[config.mk]
export PLATFORM = sky130hd
export DESIGN_NAME = delay_line_hit_wire_decoder_flat
export DESIGN_NICKNAME = d
export VERILOG_FILES = /design/src/rtl/core/dlhw_pkg.sv /design/src/rtl/core/dlhw_if.sv /design/src/rtl/core/dlhw_window_match.sv /design/src/rtl/core/delay_line_hit_wire_decoder.sv /design/src/flat_wrapper.sv
export SDC_FILE = /design/constraint.sdc
export NUM_CORES = 1
export LEC_CHECK = 0
export BUFFER_PORTS_ARGS = -buffer_cell sky130_fd_sc_hd__buf_2
export CORE_MARGIN = 3
export CORE_UTILIZATION = 25
export DETAILED_ROUTE_END_ITERATION = 16
export SLEW_MARGIN = 25
export SYNTH_ARGS = -nofsm -noshare
export SYNTH_HDL_FRONTEND = slang
export SYNTH_SLANG_ARGS = --single-unit
[constraint.sdc]
create_clock -name clk -period 7.1 [get_ports clk]
set_clock_uncertainty 0.05 [all_clocks]
set_input_delay 0.71 -clock clk [delete_from_list [all_inputs] [get_ports clk]]
set_output_delay 0.71 -clock clk [all_outputs]
set_load 0.01 [all_outputs]
[src/rtl/core/dlhw_pkg.sv]
// Shared constants, codes and types of the delay-line hit wire decoder.
package dlhw_pkg;

	// Sizes
	localparam int RIGHT_DEPTH = 16;
	localparam int LEFT_DEPTH  = 16;
	localparam int WINDOWS     = 8;
	localparam int WIRE_STEP   = 8;

	localparam int RIGHT_AW   = $clog2(RIGHT_DEPTH);
	localparam int CNT_W      = $clog2(RIGHT_DEPTH + 1);
	localparam int LCNT_W     = $clog2(LEFT_DEPTH + 1);
	localparam int WIN_W      = $clog2(WINDOWS);
	localparam int IDX_W      = 4;
	localparam int TIME_W     = 16;
	localparam int DIFF_W     = TIME_W + 1;
	localparam int WIRE_W     = 11;
	localparam int FWIRE_W    = 10;
	localparam int WCNT_W     = 4;
	localparam int KIND_W     = 2;
	localparam int OP_W       = 2;
	localparam int CFG_IDX_W  = 3;
	localparam int CFG_DATA_W = 64;

	// Input opcodes
	localparam logic [OP_W-1:0] OP_STORE = 2'd0;
	localparam logic [OP_W-1:0] OP_MATCH = 2'd1;
	localparam logic [OP_W-1:0] OP_EVENT = 2'd2;

	// Configuration register indexes
	localparam logic [CFG_IDX_W-1:0] CFG_FIRST_WIRE   = 3'd0;
	localparam logic [CFG_IDX_W-1:0] CFG_FLIP_SIGN    = 3'd1;
	localparam logic [CFG_IDX_W-1:0] CFG_WINDOW_COUNT = 3'd2;
	localparam logic [CFG_IDX_W-1:0] CFG_LOWS_A       = 3'd3;
	localparam logic [CFG_IDX_W-1:0] CFG_LOWS_B       = 3'd4;
	localparam logic [CFG_IDX_W-1:0] CFG_HIGHS_A      = 3'd5;
	localparam logic [CFG_IDX_W-1:0] CFG_HIGHS_B      = 3'd6;

	// Result kinds
	localparam logic [KIND_W-1:0] KIND_SINGLE = 2'd0;
	localparam logic [KIND_W-1:0] KIND_PAIR   = 2'd1;
	localparam logic [KIND_W-1:0] KIND_NONE   = 2'd2;

	// Window configuration as seen by the match logic
	typedef struct packed {
		logic [FWIRE_W-1:0]              first_wire;
		logic [WCNT_W-1:0]               window_count;
		logic [WINDOWS-1:0][TIME_W-1:0]  lows;
		logic [WINDOWS-1:0][TIME_W-1:0]  highs;
	} dlhw_win_cfg_t;

	// Decoded pairing without the per-left-hit fields
	typedef struct packed {
		logic [IDX_W-1:0]  right_index;
		logic [WIRE_W-1:0] wire_number;
		logic [WIRE_W-1:0] other_wire;
		logic [KIND_W-1:0] match_kind;
	} dlhw_match_t;

endpackage

[src/rtl/core/dlhw_if.sv]
// Handshake channels for hit items and result items.
interface dlhw_in_if;
	logic                              valid;
	logic                              ready;
	logic [dlhw_pkg::OP_W-1:0]         opcode;
	logic signed [dlhw_pkg::TIME_W-1:0] hit_time;

	modport source (output valid, opcode, hit_time, input ready);
	modport sink   (input valid, opcode, hit_time, output ready);
endinterface

interface dlhw_out_if;
	logic                              valid;
	logic                              ready;
	logic [dlhw_pkg::IDX_W-1:0]        left_index;
	logic [dlhw_pkg::IDX_W-1:0]        right_index;
	logic [dlhw_pkg::WIRE_W-1:0]       wire_number;
	logic [dlhw_pkg::WIRE_W-1:0]       other_wire;
	logic [dlhw_pkg::KIND_W-1:0]       match_kind;
	logic                              last;

	modport source (output valid, left_index, right_index, wire_number, other_wire,
		match_kind, last, input ready);
	modport sink   (input valid, left_index, right_index, wire_number, other_wire,
		match_kind, last, output ready);
endinterface

[src/rtl/core/dlhw_window_match.sv]
// Window search: classifies one time difference against the window table.
module dlhw_window_match (
	input  logic signed [dlhw_pkg::DIFF_W-1:0] diff,
	input  logic [dlhw_pkg::IDX_W-1:0]         right_index,
	input  dlhw_pkg::dlhw_win_cfg_t            cfg,
	output logic                               hit,
	output dlhw_pkg::dlhw_match_t              res
);

	logic signed [dlhw_pkg::DIFF_W-1:0] lo_x [dlhw_pkg::WINDOWS];
	logic signed [dlhw_pkg::DIFF_W-1:0] hi_x [dlhw_pkg::WINDOWS];
	logic [dlhw_pkg::WINDOWS-1:0]       in_win;
	logic [dlhw_pkg::WINDOWS-1:0]       gap_win;
	logic [dlhw_pkg::WCNT_W-1:0]        nw;
	logic [dlhw_pkg::WIN_W-1:0]         top;
	logic [dlhw_pkg::WIN_W-1:0]         sel;
	logic                               found;
	logic                               sel_inside;
	logic [dlhw_pkg::WIRE_W-1:0]        wire_num;

	// Windows in use: zero counts as one, clamp at the table size
	always_comb begin
		if (cfg.window_count == '0) begin
			nw = dlhw_pkg::WCNT_W'(1);
		end else if (cfg.window_count > dlhw_pkg::WCNT_W'(dlhw_pkg::WINDOWS)) begin
			nw = dlhw_pkg::WCNT_W'(dlhw_pkg::WINDOWS);
		end else begin
			nw = cfg.window_count;
		end
		top = dlhw_pkg::WIN_W'(nw - dlhw_pkg::WCNT_W'(1));
	end

	// Per-window inside and gap tests, all in parallel
	always_comb begin
		for (int i = 0; i < dlhw_pkg::WINDOWS; i++) begin
			lo_x[i] = dlhw_pkg::DIFF_W'($signed(cfg.lows[i]));
			hi_x[i] = dlhw_pkg::DIFF_W'($signed(cfg.highs[i]));
		end
		for (int i = 0; i < dlhw_pkg::WINDOWS; i++) begin
			in_win[i] = (diff >= lo_x[i]) && (diff < hi_x[i]);
		end
		gap_win[0] = 1'b0;
		for (int i = 1; i < dlhw_pkg::WINDOWS; i++) begin
			gap_win[i] = (diff < lo_x[i]) && (diff >= hi_x[i-1]);
		end
	end

	// Highest window in use with a passing test wins
	always_comb begin
		found      = 1'b0;
		sel        = '0;
		sel_inside = 1'b0;
		for (int i = 0; i < dlhw_pkg::WINDOWS; i++) begin
			if ((i < int'(nw)) && (in_win[i] || gap_win[i])) begin
				found      = 1'b1;
				sel        = dlhw_pkg::WIN_W'(i);
				sel_inside = in_win[i];
			end
		end
	end

	// Range gate and result fields
	always_comb begin
		hit  = !((diff < lo_x[0]) || (diff > hi_x[top]));
		wire_num = dlhw_pkg::WIRE_W'(cfg.first_wire)
			+ dlhw_pkg::WIRE_W'(int'(sel) * dlhw_pkg::WIRE_STEP);
		res.right_index = right_index;
		if (!found) begin
			res.match_kind  = dlhw_pkg::KIND_NONE;
			res.wire_number = '0;
			res.other_wire  = '0;
		end else if (sel_inside) begin
			res.match_kind  = dlhw_pkg::KIND_SINGLE;
			res.wire_number = wire_num;
			res.other_wire  = '0;
		end else begin
			res.match_kind  = dlhw_pkg::KIND_PAIR;
			res.wire_number = wire_num;
			res.other_wire  = wire_num - dlhw_pkg::WIRE_W'(dlhw_pkg::WIRE_STEP);
		end
	end

endmodule

[src/rtl/core/delay_line_hit_wire_decoder.sv]
// Top level of the delay-line hit wire decoder.
// Usage:
//   hits carries items of {opcode, hit_time}: store a right-end hit, match a
//   left-end hit, or start a new event. results carries one item per pairing
//   whose time difference falls in the window table range; last marks the
//   final result of a left hit. The config port writes one register per
//   cycle with cfg_we; use it only while the block is idle (not enforced).
// Flow:
//   Store and new-event items are taken while idle and keep the block idle. A
//   left hit walks the stored right hits through the right-time RAM, one read
//   per cycle unless stalled, then two stages (difference, window search) and
//   a one-result hold that sets last. A left hit with no stored right hits
//   ends without a walk. A result is held until the next pairing that decodes
//   reaches the hold, the final one until the walk drains, then it enters the
//   output register. The single RAM read port sets the walk rate.
// Stalls: the output register holds a result while the receiver stalls; the
//   walk stops only when a new result, a held result and a full output
//   register meet. hits.ready is low during a walk.
// Reset: counters clear, registers take their reset values (window_count 8);
//   the RAM is not cleared, only entries below the stored count are read.
module delay_line_hit_wire_decoder (
	input  logic                                clk,
	input  logic                                arst_n,
	input  logic                                cfg_we,
	input  logic [dlhw_pkg::CFG_IDX_W-1:0]      cfg_index,
	input  logic [dlhw_pkg::CFG_DATA_W-1:0]     cfg_data,
	dlhw_in_if.sink                             hits,
	dlhw_out_if.source                          results
);

	typedef enum logic [1:0] {
		ST_IDLE = 2'b01,
		ST_RUN  = 2'b10
	} state_t;

	state_t state_q;

	// Configuration registers
	logic [dlhw_pkg::FWIRE_W-1:0]    first_wire_q;
	logic                            flip_sign_q;
	logic [dlhw_pkg::WCNT_W-1:0]     window_count_q;
	logic [dlhw_pkg::CFG_DATA_W-1:0] lows_a_q, lows_b_q, highs_a_q, highs_b_q;
	dlhw_pkg::dlhw_win_cfg_t         win_cfg;

	// Event state
	logic [dlhw_pkg::CNT_W-1:0]      right_count_q;
	logic [dlhw_pkg::LCNT_W-1:0]     left_count_q;
	logic [dlhw_pkg::IDX_W-1:0]      li_q;
	logic signed [dlhw_pkg::TIME_W-1:0] t_q;
	logic [dlhw_pkg::CNT_W-1:0]      j_q;

	// Right-time RAM
	logic [dlhw_pkg::TIME_W-1:0]     right_mem [dlhw_pkg::RIGHT_DEPTH];
	logic [dlhw_pkg::TIME_W-1:0]     rdata_s1;
	logic                            wr_en, rd_en;

	// Pipeline
	logic                            v_s1, v_s2;
	logic [dlhw_pkg::IDX_W-1:0]      j_s1, j_s2;
	logic signed [dlhw_pkg::DIFF_W-1:0] diff, d_s2;
	logic signed [dlhw_pkg::DIFF_W-1:0] r_x, t_x;
	logic                            hit;
	dlhw_pkg::dlhw_match_t           cand;

	// Held result and output register
	logic                            pend_v_q;
	dlhw_pkg::dlhw_match_t           pend_q;
	logic                            out_v_q;
	dlhw_pkg::dlhw_match_t           out_q;
	logic [dlhw_pkg::IDX_W-1:0]      out_li_q;
	logic                            out_last_q;

	logic accept, issue_v, out_free, cand_v, adv, drained, push_mid, push_end, push;
	logic start_walk;

	// Handshake and control
	assign hits.ready = (state_q == ST_IDLE);
	assign accept     = hits.valid && hits.ready;
	assign wr_en      = accept && (hits.opcode == dlhw_pkg::OP_STORE)
		&& (right_count_q < dlhw_pkg::CNT_W'(dlhw_pkg::RIGHT_DEPTH));
	assign start_walk = accept && (hits.opcode == dlhw_pkg::OP_MATCH)
		&& (left_count_q < dlhw_pkg::LCNT_W'(dlhw_pkg::LEFT_DEPTH));

	assign issue_v  = (state_q == ST_RUN) && (j_q != right_count_q);
	assign out_free = !out_v_q || results.ready;
	assign cand_v   = v_s2 && hit;
	assign adv      = !(cand_v && pend_v_q && !out_free);
	assign rd_en    = adv && issue_v;
	assign drained  = (state_q == ST_RUN) && !issue_v && !v_s1 && !v_s2;
	assign push_mid = adv && cand_v && pend_v_q;
	assign push_end = drained && pend_v_q && out_free;
	assign push     = push_mid || push_end;

	// Config writes
	always_ff @(posedge clk or negedge arst_n) begin
		if (!arst_n) begin
			first_wire_q   <= '0;
			flip_sign_q    <= 1'b0;
			window_count_q <= dlhw_pkg::WCNT_W'(dlhw_pkg::WINDOWS);
			lows_a_q       <= '0;
			lows_b_q       <= '0;
			highs_a_q      <= '0;
			highs_b_q      <= '0;
		end else if (cfg_we) begin
			case (cfg_index)
				dlhw_pkg::CFG_FIRST_WIRE:   first_wire_q   <= cfg_data[dlhw_pkg::FWIRE_W-1:0];
				dlhw_pkg::CFG_FLIP_SIGN:    flip_sign_q    <= cfg_data[0];
				dlhw_pkg::CFG_WINDOW_COUNT: window_count_q <= cfg_data[dlhw_pkg::WCNT_W-1:0];
				dlhw_pkg::CFG_LOWS_A:       lows_a_q       <= cfg_data;
				dlhw_pkg::CFG_LOWS_B:       lows_b_q       <= cfg_data;
				dlhw_pkg::CFG_HIGHS_A:      highs_a_q      <= cfg_data;
				dlhw_pkg::CFG_HIGHS_B:      highs_b_q      <= cfg_data;
				default: ;
			endcase
		end
	end

	always_comb begin
		win_cfg.first_wire   = first_wire_q;
		win_cfg.window_count = window_count_q;
		win_cfg.lows         = {lows_b_q, lows_a_q};
		win_cfg.highs        = {highs_b_q, highs_a_q};
	end

	// Sequencer: event counters and the walk over stored right hits
	always_ff @(posedge clk or negedge arst_n) begin
		if (!arst_n) begin
			state_q       <= ST_IDLE;
			right_count_q <= '0;
			left_count_q  <= '0;
			j_q           <= '0;
		end else begin
			case (state_q)
				ST_IDLE: begin
					if (accept && (hits.opcode == dlhw_pkg::OP_EVENT)) begin
						right_count_q <= '0;
						left_count_q  <= '0;
					end
					if (wr_en) begin
						right_count_q <= right_count_q + dlhw_pkg::CNT_W'(1);
					end
					if (start_walk) begin
						left_count_q <= left_count_q + dlhw_pkg::LCNT_W'(1);
						j_q          <= '0;
						if (right_count_q != '0) begin
							state_q <= ST_RUN;
						end
					end
				end
				ST_RUN: begin
					if (rd_en) begin
						j_q <= j_q + dlhw_pkg::CNT_W'(1);
					end
					if (drained && (!pend_v_q || out_free)) begin
						state_q <= ST_IDLE;
					end
				end
				default: state_q <= ST_IDLE;
			endcase
		end
	end

	// Left hit time and order number for the walk
	always_ff @(posedge clk) begin
		if (start_walk) begin
			t_q  <= hits.hit_time;
			li_q <= dlhw_pkg::IDX_W'(left_count_q);
		end
	end

	// Right-time RAM: written while idle, read during a walk
	always_ff @(posedge clk) begin
		if (wr_en) begin
			right_mem[right_count_q[dlhw_pkg::RIGHT_AW-1:0]] <= hits.hit_time;
		end
		if (rd_en) begin
			rdata_s1 <= right_mem[j_q[dlhw_pkg::RIGHT_AW-1:0]];
		end
	end

	// Stage 1: time difference
	always_comb begin
		r_x  = dlhw_pkg::DIFF_W'($signed(rdata_s1));
		t_x  = dlhw_pkg::DIFF_W'(t_q);
		diff = flip_sign_q ? (t_x - r_x) : (r_x - t_x);
	end

	always_ff @(posedge clk or negedge arst_n) begin
		if (!arst_n) begin
			v_s1 <= 1'b0;
			v_s2 <= 1'b0;
		end else if (adv) begin
			v_s1 <= issue_v;
			v_s2 <= v_s1;
		end
	end

	always_ff @(posedge clk) begin
		if (adv) begin
			j_s1 <= dlhw_pkg::IDX_W'(j_q);
			j_s2 <= j_s1;
			d_s2 <= diff;
		end
	end

	// Stage 2: window search
	dlhw_window_match u_match (
		.diff        (d_s2),
		.right_index (j_s2),
		.cfg         (win_cfg),
		.hit         (hit),
		.res         (cand)
	);

	// Hold one result back so the final one of a left hit can carry last
	always_ff @(posedge clk or negedge arst_n) begin
		if (!arst_n) begin
			pend_v_q <= 1'b0;
		end else if (adv && cand_v) begin
			pend_v_q <= 1'b1;
		end else if (push_end) begin
			pend_v_q <= 1'b0;
		end
	end

	always_ff @(posedge clk) begin
		if (adv && cand_v) begin
			pend_q <= cand;
		end
	end

	// Output register
	always_ff @(posedge clk or negedge arst_n) begin
		if (!arst_n) begin
			out_v_q <= 1'b0;
		end else if (push) begin
			out_v_q <= 1'b1;
		end else if (results.ready) begin
			out_v_q <= 1'b0;
		end
	end

	always_ff @(posedge clk) begin
		if (push) begin
			out_q      <= pend_q;
			out_li_q   <= li_q;
			out_last_q <= push_end;
		end
	end

	assign results.valid       = out_v_q;
	assign results.left_index  = out_li_q;
	assign results.right_index = out_q.right_index;
	assign results.wire_number = out_q.wire_number;
	assign results.other_wire  = out_q.other_wire;
	assign results.match_kind  = out_q.match_kind;
	assign results.last        = out_last_q;

	// Checks
	a_pend_only_in_walk: assert property (@(posedge clk) disable iff (!arst_n)
		!(state_q == ST_IDLE && pend_v_q))
		else $error("held result left behind after walk");

	a_read_only_in_walk: assert property (@(posedge clk) disable iff (!arst_n)
		!(rd_en && state_q == ST_IDLE))
		else $error("RAM read issued while idle");

	a_index_below_count: assert property (@(posedge clk) disable iff (!arst_n)
		v_s2 |-> (dlhw_pkg::CNT_W'(j_s2) < right_count_q))
		else $error("pairing with an unwritten right hit");

	a_drain_exits: assert property (@(posedge clk) disable iff (!arst_n)
		(drained && !pend_v_q) |=> (state_q == ST_IDLE))
		else $error("walk did not finish after drain");

	a_stall_holds_pend: assert property (@(posedge clk) disable iff (!arst_n)
		(pend_v_q && !adv) |=> (pend_v_q && $stable(pend_q)))
		else $error("held result lost during stall");

endmodule
[src/flat_wrapper.sv]
// flat-port wrapper written by rule: the top's interface ports become plain ports
module delay_line_hit_wire_decoder_flat 
  (clk, arst_n, cfg_we, cfg_index, cfg_data, hits_valid, hits_opcode, hits_hit_time, hits_ready, results_valid, results_left_index, results_right_index, results_wire_number, results_other_wire, results_match_kind, results_last, results_ready);
  dlhw_in_if hits_i ();
  dlhw_out_if results_i ();
  input  logic clk;
  input  logic arst_n;
  input  logic cfg_we;
  input  logic [dlhw_pkg::CFG_IDX_W-1:0] cfg_index;
  input  logic [dlhw_pkg::CFG_DATA_W-1:0] cfg_data;
  input wire logic [$bits(hits_i.valid)-1:0] hits_valid;
  input wire logic [$bits(hits_i.opcode)-1:0] hits_opcode;
  input wire logic [$bits(hits_i.hit_time)-1:0] hits_hit_time;
  output wire logic [$bits(hits_i.ready)-1:0] hits_ready;
  output wire logic [$bits(results_i.valid)-1:0] results_valid;
  output wire logic [$bits(results_i.left_index)-1:0] results_left_index;
  output wire logic [$bits(results_i.right_index)-1:0] results_right_index;
  output wire logic [$bits(results_i.wire_number)-1:0] results_wire_number;
  output wire logic [$bits(results_i.other_wire)-1:0] results_other_wire;
  output wire logic [$bits(results_i.match_kind)-1:0] results_match_kind;
  output wire logic [$bits(results_i.last)-1:0] results_last;
  input wire logic [$bits(results_i.ready)-1:0] results_ready;
  assign hits_i.valid = hits_valid;
  assign hits_i.opcode = hits_opcode;
  assign hits_i.hit_time = hits_hit_time;
  assign hits_ready = hits_i.ready;
  assign results_valid = results_i.valid;
  assign results_left_index = results_i.left_index;
  assign results_right_index = results_i.right_index;
  assign results_wire_number = results_i.wire_number;
  assign results_other_wire = results_i.other_wire;
  assign results_match_kind = results_i.match_kind;
  assign results_last = results_i.last;
  assign results_i.ready = results_ready;
  delay_line_hit_wire_decoder u_core (.clk(clk), .arst_n(arst_n), .cfg_we(cfg_we), .cfg_index(cfg_index), .cfg_data(cfg_data), .hits(hits_i), .results(results_i));
endmodule
; ---- After elaboration in Yosys (flattened, before gate mapping)
; Memories as Yosys holds them, arrays and structs flattened. A register that Yosys moved wholly into a read port is not among the register bits.
; Cells that the tools add are included.
[totals]
reg_bits = 398
in_bits = 90
word_cells = 228
out_inout_bits = 35
memories = 1
ramBits = 256
[classes]
mux = 46
addsub = 8
magnitude_cmp = 44
reduce_logical = 82
bitwise = 2
n_eq_ne = 15
[memory_table]
columns = memory, depth, width, rd, rd_ports_with_merged_regs, write_ports, line_no
row1 = u_core.right_mem, 16, 16, 1, 1, 1, delay_line_hit_wire_decoder.sv:53  ; logic [dlhw_pkg::TIME_W-1:0] right_mem [dlhw_pkg::RIGHT_DEPTH];
[ops]
columns = operator, count
row1 = $lt 17x16->1, 16
row2 = $ge 17x16->1, 15
row3 = $bmux 17 s3, 1
row4 = $mux 17, 3
row5 = $logic_and 1x1->1, 42
row6 = $sub 16x16->17, 2
row7 = $mux 5, 5
row8 = $mux 1, 24
row9 = $mux 3, 6
row10 = $reduce_and 2->1, 9
row11 = $gt 17x17->1, 1
row12 = $lt 3x4->1 const A, 4
row13 = $add 5x1->5 const B, 3
row14 = $add 10x6->11, 1
row15 = $logic_or 1x1->1, 11
row16 = $sub 11x4->11 const B, 1
row17 = $lt 5x5->1 const B, 2
row18 = $pmux 5 s2, 1
row19 = $reduce_bool 2->1, 5
row20 = $eq 3x3->1 const B, 3
row21 = $logic_not 1->1, 8
row22 = $lt 1x4->1 const A, 2
row23 = $lt 2x4->1 const A, 2
row24 = $mux 4, 2
row25 = 20 further kinds, 28

; ---- Longest topological paths before layout
; Gate-level depths: netlist of the first run.
[logic_depth]
word_depth = 19
mapped_depth = 22
mapped_depth_nobuf = 21

; ---- Hierarchy
; From an unflattened synthesis of the first run, not the netlist that was laid out.
[hier_totals]
cells_unflattened = 2639
hier_area_um2 = 35390.2
[modules_own_cells]
columns = mod, instances, cells_each, seq_area_each_um2, area_per_inst_um2
row1 = delay_line_hit_wire_decoder, 1, 1426, 18660.4, 26081.3
row2 = dlhw_window_match, 1, 1213, 0.0, 9308.9

; ---- Worst setup path after synthesis of the first run
; OpenSTA, ideal clock, no wires.
[synth_timing]
kind = register to register
startpoint = reg u_core.window_count_q[2] (netlist name)
endpoint = reg u_core.pend_q[0] (netlist name) (enable)
period_less_slack_ps = 6435
path_stages_with_launch = 18
setup_ps = 413
n_path_buf = 3
required_ps = 6637
t_arrival_ps = 5972
path_slack_ps = 665
path_cell_list = dfrtp_1 -> clkbuf_1 -> nor2_1 -> nor2_1 -> nor2_1 -> clkbuf_1 -> inv_1 -> ha_1 -> xnor2_1 -> clkbuf_1 -> mux2i_1 -> ha_1 -> a21o_1 -> a211o_1 -> or2_2 -> o311ai_0 -> nand3b_1 -> nor2_1
[synth_between]
elab_chain_len = 16
elab_cells_between_ends = 17
classes_between = add/sub: 1 / order compare: 2 / mux: 5 / bitwise: 1 / reduce/logical: 8
[synth_lines]
columns = element, line_no
row1 = from (decl), delay_line_hit_wire_decoder.sv:41  ; logic [dlhw_pkg::WCNT_W-1:0] window_count_q;
row2 = from (signal assigned), delay_line_hit_wire_decoder.sv:99  ; window_count_q <= dlhw_pkg::WCNT_W'(dlhw_pkg::WINDOWS);
row3 = from (signal assigned), delay_line_hit_wire_decoder.sv:108  ; dlhw_pkg::CFG_WINDOW_COUNT: window_count_q <= cfg_data[dlhw_pkg::WCNT_W-1:0];
row4 = $gt 4x4->1, dlhw_window_match.sv:25  ; end else if (cfg.window_count > dlhw_pkg::WCNT_W'(dlhw_pkg::WINDOWS)) begin
row5 = $mux 4, dlhw_window_match.sv:25
row6 = $mux 4 *, dlhw_window_match.sv:23  ; if (cfg.window_count == '0) begin
row7 = $sub 3x1->3 *, dlhw_window_match.sv:30  ; top = dlhw_pkg::WIN_W'(nw - dlhw_pkg::WCNT_W'(1));
row8 = $not 3->4 (implied by the code) *, dlhw_window_match.sv:64  ; hit = !((diff < lo_x[0]) || (diff > hi_x[top]));
row9 = $bmux 17 s3 *, dlhw_window_match.sv:64
row10 = $mux 17 (implied by the code) * (2 in a row), dlhw_window_match.sv:64
row11 = $gt 17x17->1 *, dlhw_window_match.sv:64
row12 = $logic_or 1x1->1 *, dlhw_window_match.sv:64
row13 = $logic_not 1->1 *, dlhw_window_match.sv:64
row14 = $logic_and 1x1->1 *, delay_line_hit_wire_decoder.sv:86  ; assign cand_v = v_s2 && hit;
row15 = $logic_and 1x1->1 (2 in a row), delay_line_hit_wire_decoder.sv:87  ; assign adv = !(cand_v && pend_v_q && !out_free);
row16 = $logic_not 1->1, delay_line_hit_wire_decoder.sv:87
row17 = $logic_and 1x1->1 *, delay_line_hit_wire_decoder.sv:227  ; if (adv && cand_v) begin
row18 = to (signal assigned), delay_line_hit_wire_decoder.sv:228  ; pend_q <= cand;
row19 = to (decl), delay_line_hit_wire_decoder.sv:67  ; dlhw_pkg::dlhw_match_t pend_q;
; Mark *: on every way between the ends. The rest lies on a longest branch, timed or not. The select of a mux whose other input is x is not followed.
; A chain may end at the register's enable or synchronous reset.

; ---- Worst setup path in the final report of the first run
[layout_timing]
startpoint = reg u_core.d_s2[3] (netlist name)
endpoint = reg u_core.pend_q[12] (netlist name) (data pin)
[layout_between]
elab_chain_len = 13
elab_cells_between_ends = 87
classes_between = add/sub: 2 / order compare: 30 / mux: 23 / bitwise: 1 / reduce/logical: 31
[layout_lines]
columns = element, line_no
row1 = from (decl), delay_line_hit_wire_decoder.sv:60  ; logic signed [dlhw_pkg::DIFF_W-1:0] diff, d_s2;
row2 = from (signal assigned), delay_line_hit_wire_decoder.sv:202  ; d_s2 <= diff;
row3 = "$ge 17x16->1, or another cell as far along", dlhw_window_match.sv:40  ; in_win[i] = (diff >= lo_x[i]) && (diff < hi_x[i]);
row4 = "$logic_and 1x1->1, on equally long branches", "dlhw_window_match.sv:40, dlhw_window_match.sv:44"
row5 = $logic_or 1x1->1 / $logic_and 1x1->1 (equally long branches), dlhw_window_match.sv:54  ; if ((i < int'(nw)) && (in_win[i] || gap_win[i])) begin
row6 = $logic_and 1x1->1 / $mux 1 (equally long branches), dlhw_window_match.sv:54
row7 = $mux 1, dlhw_window_match.sv:54
row8 = $mux 3 / $mux 1 (equally long branches) (6 in a row), dlhw_window_match.sv:54
row9 = $add 10x6->11 / $not 1->1 (equally long branches), n/a
row10 = $sub 11x4->11 / $reduce_or 2->1 (equally long branches), n/a
; Several ways; a longest one is shown, not always the timed one.

==> flow_metrics.py, run 1 <==
metrics = {
    "status": {
        "status": "finished clean",
    },
    "logic_synthesis": {
        "yosysUniqueCellTypes": 83,
        "synth_edf_count": 378,
        "synth_area_leader_cell": "edfxtp_1",
        "yosysMostFrequentCell": "edfxtp_1",
        "yosysWarnings": 0,
        "synth_area_sq_um": 35000,
        "syn-num-nets": 3110,
        "netlist_instances": 2682,
        "ys_ff_latch": 670,
        "yosys_most_used_dff": "edfxtp_1",
        "ys_top_cells_by_count": "edfxtp_1 (378), ha_1 (335), inv_1 (317)",
        "synth_seq_area_share_pct": 53.4,
        "synthTopCellsByArea": "edfxtp_1 (32%), dfrtp_1 (21%), ha_1 (12%), mux4_2 (7.3%), mux2_2 (7.0%)",
        "synthArstFlopShare_pct": 43.6,
        "syn_avg_cell_area_sq_um": 13.0,
        "yosys.area.top_type_share_pct": 32.5,
    },
    "routing": {
        "drtIter0Drc": 2140,
        "routed_via_density": 4.77,
        "wl_mm": 106,
        "antenna_left": 0,
        "wl_per_cell_microns": 22.2,
        "drc_errors": 0,
        "via_count": 22900,
        "firstDrtPassIters": 7,
    },
    "global_route": {
        "grt_max_degree": 118,
        "overflow": 0,
        "antenna_found_initial": 27,
        "grt_pass1_vias": 22400,
        "grt_usage_pct": 14.5,
        "grt_pass1_wl_mm": 156,
    },
    "critical_path": {
        "cp-start-kind": "register",
        "arrival_ps": 6200,
        "worstPathRequired_ps": 7460,
        "critical_path_class": "register to register",
        "crit_start": "u_core.d_s2[3]",
        "cp-end-kind": "register",
        "crit_fanout": 17,
        "r2r-start": "u_core.d_s2[3]",
    },
    "die": {
        "rows": 136,
        "die_x_microns": 380,
        "core_sq_um": 138000,
        "start_util_pct": 25.3,
        "die_area_sq_um": 144000,
        "dieHeight_microns": 380,
        "ios": 125,
    },
    "clock_network": {
        "htreeDepth": 3,
        "cts_setup_buffers": 0,
        "clkTransAtPathRegs_ps": 70,
        "cts.path.max_buffers": 3,
        "clk_latency_ps": 670,
        "cts.sinks": 670,
        "cts_tree": "yes",
        "cts_hold_buf": 0,
        "cts_made_buffers": 75,
        "cts.repair.resized": 0,
        "cts_root_buf": "clkbuf_16",
    },
    "pwr": {
        "p_per_area_nw_per_um2": 396,
        "p_clk_share_pct": 24.2,
        "p_int_w": 0.00986,
        "ir_drop_mv": 0.186,
        "p_seq_share_pct": 34.0,
        "p_total_w": 0.0161,
        "switching_share_pct": 38.7,
        "pwr-share-comb_pct": 41.8,
        "p_leak_nw": 16.6,
        "p_sw_w": 0.00623,
    },
    "min_path": {
        "holdCritPathClass": "input port to register",
        "hold_start": "cfg_data[30]",
    },
    "timing": {
        "slew_violations": 0,
        "fin_crit_ps": 5840,
        "tns_ps": 0,
        "rsz0062_at_grt": "false",
        "holdWs_ps": 256,
        "worst_pin_slew_ps": 1050,
        "timing.final.crit_share_pct": 82.3,
        "setup_violations": 0,
        "slew_headroom_pct": 30.3,
        "timing.fmax_mhz": 171,
        "finalHoldViolCount": 0,
    },
    "finish": {
        "drive_above_1_share_pct": 22.6,
        "seqCellArea_sq_um": 18700,
        "fin_nets": 3292,
        "multi_input_area_sq_um": 14900,
        "fill_cells": 14100,
        "area_delta_synth_final_pct": 16.2,
    },
    "place": {
        "routabilityCongestion": 0.954,
        "port_buffers": 124,
        "dpl.hpwl_mm": 78.1,
    },
    "run": {
        "max_cap_violations": 0,
    },
}
==> critical path: stages (launching register included) <==
cell and delay (ps):
edfxtp_1 990, ha_1 400, a21oi_1 130, a21boi_0 100, o31ai_1 500, a31oi_1 230
a211oi_1 330, o32a_1 310, nor2_1 60, o21ai_0 610, ha_1 360, a21o_1 150
a21oi_1 220, xor2_1 330, nand4_1 240, mux2_2 330, a31oi_1 160, nor3_1 60
==> metrics by stage <==
| stage | utilization [%] | cells | setup slack (ps) | cell area (sq um) |
|---|---|---|---|---|
| after floorplan | - | 2682 | 665 | 35000 |
| after global placement | 27.6 | 4647 | 1360 | 38100 |
| after detailed placement | 27.6 | 4647 | 1280 | 38100 |
| after CTS | 29.3 | 4780 | 1250 | 40500 |
| after global routing | 29.4 | 4783 | 932 | 40600 |
| final | 29.4 | 4790 | 1260 | 40600 |
==> final cells by class <==
type	count	share of cell area, %
Sequential cell	670	46.0
Clock buffer	96	4.99
Timing Repair Buffer	181	2.74
Tap cell	1863	5.74
Inverter	318	2.94
Antenna cell	7	0.0431
Clock inverter	37	0.967
Multi-Input combinational cell	1618	36.6
==> layout by cell type (no fill, tap or decap), drive strengths merged, types with 96 or more instances in the layout <==
master / instances
edfxtp: 378
ha: 335
inv: 325
dfrtp: 290
mux2: 220
buf: 180
nand2: 142
o21ai: 124
mux4: 113
a21oi: 96
clkbuf: 96
==> power groups by stage <==
stage	Sequential [W]	Combinational, W	Clock, W
2_1_floorplan	0.00530	0.00446	0
6_report	0.00547	0.00672	0.00390
3_3_place_gp	0.00553	0.00657	0
3_5_place_dp	0.00554	0.00663	0
4_1_cts	0.00547	0.00668	0.00401
5_1_grt	0.00553	0.00742	0.00416
==> metal layers <==
metal  GRT usage [%]  up-vias  share of wire [%]
met5               0        -              0.084
met4            4.00       12                2.9
met3            3.35      189                7.3
met2            23.2      767                 46
met1            19.7    11600                 44
li1                -    10300                  -
==> path summary, 6_finish.rpt <==
kind                       slack [ps]                       endpoint  cells past startpoint
max                              1260              u_core.pend_q[12]                     17
min                               260            u_core.lows_b_q[30]                      3
max reg2reg                      1260              u_core.pend_q[12]                     17
min reg2reg                       370  u_core.results.right_index[1]                      0
max in group asynchronous        5520                  u_core.j_q[0]                      3
min in group asynchronous         470           u_core.highs_a_q[34]                      2
==> cell families after synthesis <==
kind of cell | synth area share, %
mux | 15.1
buf+inv | 4.26
fa+ha+maj | 12.2
xor+xnor | 0.827
compound gates | 7.31
flops | 53.4
simple gates | 6.96
==> registers in the layout (all words and copies together) (netlist names), 5 cells and up <==
signal,flops
u_core.right_count_q,5
u_core.highs_b_q,64
u_core.right_mem,256
u_core.lows_b_q,64
u_core.rdata_s1,16
u_core.t_q,16
u_core.pend_q,28
u_core.left_count_q,5
u_core.results.wire_number,11
u_core.j_q,5
u_core.first_wire_q,10
u_core.d_s2,17
u_core.results.other_wire,11
u_core.lows_a_q,64
u_core.highs_a_q,64
No activity file was read; power rests on OpenSTA's default activity.
==> run 2, diff against run 1 <==
- clock period: 7.1 -> 4.68 ns (I/O delays scaled with it)
==> run 2 against run 1 <==
Net effect:
- the flow now finishes with violations (negative setup slack)
- cell area is 6.9% higher
- via count is 2.8% higher
- power is 67% higher
- count of clock-buffer cells in the layout is 11 higher
- largest cell class unchanged
==> flow_metrics.py, run 2 (synthesis results as in run 1) <==
metrics = {
    "routing": {
        "routed_via_density": 4.64,
        "firstDrtPassIters": 5,
        "drc_errors": 0,
        "antenna_left": 0,
        "wl_mm": 106,
        "via_count": 23500,
        "wl_per_cell_microns": 21.0,
        "drtIter0Drc": 1789,
    },
    "pwr": {
        "p_per_area_nw_per_um2": 620,
        "p_leak_nw": 18.1,
        "ir_drop_mv": 0.308,
    },
    "finish": {
        "mostFrequentLayoutCells": "edfxtp_1 (378), ha_1 (330), inv_1 (316)",
        "fin_nets": 3563,
        "final_cells": 5071,
        "fill_cells": 13900,
        "largest_reg_flops": 256,
        "drive_above_1_share_pct": 30.7,
        "layout_commonest_cell": "edfxtp_1",
        "area_delta_synth_final_pct": 24.2,
    },
    "clock_network": {
        "cts_root_buf": "clkbuf_16",
        "cts.sinks": 670,
        "htreeDepth": 3,
        "cts.path.max_buffers": 3,
        "cts_tree": "yes",
        "clkTransAtPathRegs_ps": 60,
        "cts_made_buffers": 77,
        "clk_latency_ps": 660,
    },
    "die": {
        "dieHeight_microns": 380,
        "core_sq_um": 138000,
        "die_area_sq_um": 144000,
        "start_util_pct": 25.3,
        "die_x_microns": 380,
        "rows": 136,
        "ios": 125,
    },
    "global_route": {
        "grt_max_degree": 154,
        "grt_pass1_vias": 23700,
        "grt_pass1_wl_mm": 158,
        "overflow": 0,
        "antenna_found_initial": 31,
        "grt_usage_pct": 14.5,
    },
    "timing": {
        "timing.fmax_mhz": 198,
        "worst_pin_slew_ps": 924,
        "slew_headroom_pct": 38.4,
        "setup_ws_ps": -371,
        "timing.final.crit_share_pct": 108,
        "fin_crit_ps": 5050,
        "holdWs_ps": 40.1,
        "finalHoldViolCount": 0,
        "slew_violations": 0,
        "rsz0062_at_grt": "true",
        "tns_ps": -979,
        "setup_violations": 4,
    },
    "critical_path": {
        "critical_path_class": "register to register",
        "crit_fanout": 6,
        "worstPathRequired_ps": 5020,
        "cp-start-kind": "register",
        "crit_family": "compound AO/OA/AOI/OAI gates",
        "critPathMaxStageDelay_ps": 440,
        "cp_num_buf_inv": 2,
        "crit_chain": "buf_12, ha_1, a211o_1, a21oi_2, buf_4, a21oi_1, a2111oi_0, nor3_1, o32a_1, a21oi_2, o21ai_1, a21o_4, ha_4, fa_2, a21o_1, nand2_1, xor2_1, nand4_1, mux2_4, a31oi_4, nor3_2",
        "crit_top_cell": "a21oi_2",
        "cp-end-kind": "register",
        "arrival_ps": 5390,
        "cp_slowest_cell": "edfxtp_1",
    },
    "status": {
        "violations": "negative setup slack",
        "status": "complete, but fails checks",
    },
    "place": {
        "pre_cts_ws_ps": -761,
        "routabilityCongestion": 0.931,
        "port_buffers": 124,
        "place_inst": 4886,
        "dpl.hpwl_mm": 79.0,
    },
    "run": {
        "max_cap_violations": 0,
    },
    "min_path": {
        "holdCritPathClass": "input port to register",
    },
}
==> run 2: changes by cell type in the layout (fill, tap and decap cells not counted), moves of 7 or more <==
| cell | delta |
|---|---|
| o21ai_0 | -9 |
| o21ai_1 | +7 |
| diode_2 | +7 |
| buf_4 | +236 |
| buf_12 | +20 |
| clkbuf_16 | +7 |
| a21oi_1 | -9 |
| a21oi_2 | +9 |
==> run 2: cell type report <==
type / instances / area [sq um] / share of cell area [%]
antenna: 14 / 35.0 / 0.0807
clock buffer: 107 / 2210 / 5.08
clock inverter: 31 / 220 / 0.507
inverter: 318 / 1200 / 2.76
multi-input combinational: 1618 / 15300 / 35.2
sequential: 670 / 18700 / 43.0
tap: 1863 / 2330 / 5.37
timing repair buffer: 450 / 3490 / 8.03
==> run 2: worst min-delay path, delay by kind of cell <==
| family | cells | cell delay [ps] |
|---|---|---|
| AOI/OAI and AO/OA | 1 | 60 |
| and+or+nand+nor | 1 | 50 |
| buffers and inverters | 1 | 120 |
==> run 2: worst paths after layout <==
kind	startpoint	end	slack, ps	depth (start not counted)
max	u_core.d_s2[10]	u_core.pend_q[12]	-370	21
min	cfg_data[61]	u_core.lows_b_q[61]	40	3
max reg2reg	u_core.d_s2[10]	u_core.pend_q[12]	-370	21
min reg2reg	u_core.pend_q[7]	u_core.results.other_wire[5]	370	0
max in group asynchronous	arst_n	u_core.j_q[0]	3300	4
min in group asynchronous	arst_n	u_core.highs_b_q[50]	350	3
==> run 2: metal layers <==
metal  GRT usage [%]  up-vias  part of all wire [%]
li1                -    10900                     -
met1            19.1    11900                    43
met2            24.2      582                    48
met3            3.06      177                   6.2
met4            3.85       12                   2.8
met5               0        -                 0.080
==> run 2: what timing repair did <==
action / in CTS / in global routing
hold endpoints to repair: 244 / 0
pin swaps: 10 / 24
resized for setup: 38 / 50
hold buffers: 5 / 0
endpoints found under the setup margin: 116 / 116
cloned: 1 / 3
setup buffers: 9 / 13
==> run 2: through the flow <==
stage | total power (W) | utilization [%] | cell area (sq um)
floorplan | 0.0149 | - | 35000
global placement | 0.0200 | 29.1 | 40200
detailed placement | 0.0202 | 29.1 | 40200
CTS | 0.0266 | 31.1 | 42900
global route | 0.0286 | 31.4 | 43400
finish | 0.0269 | 31.4 | 43400
==> run 2: power by group <==
| group | leakage, nW | internal [W] | total, W | switching (W) |
|---|---|---|---|---|
| combinational | 9.92 | 0.00628 | 0.0131 | 0.00684 |
| sequential | 7.00 | 0.00732 | 0.00795 | 0.000626 |
| clock | 1.18 | 0.00336 | 0.00585 | 0.00249 |
| total | 18.1 | 0.0170 | 0.0269 | 0.00995 |
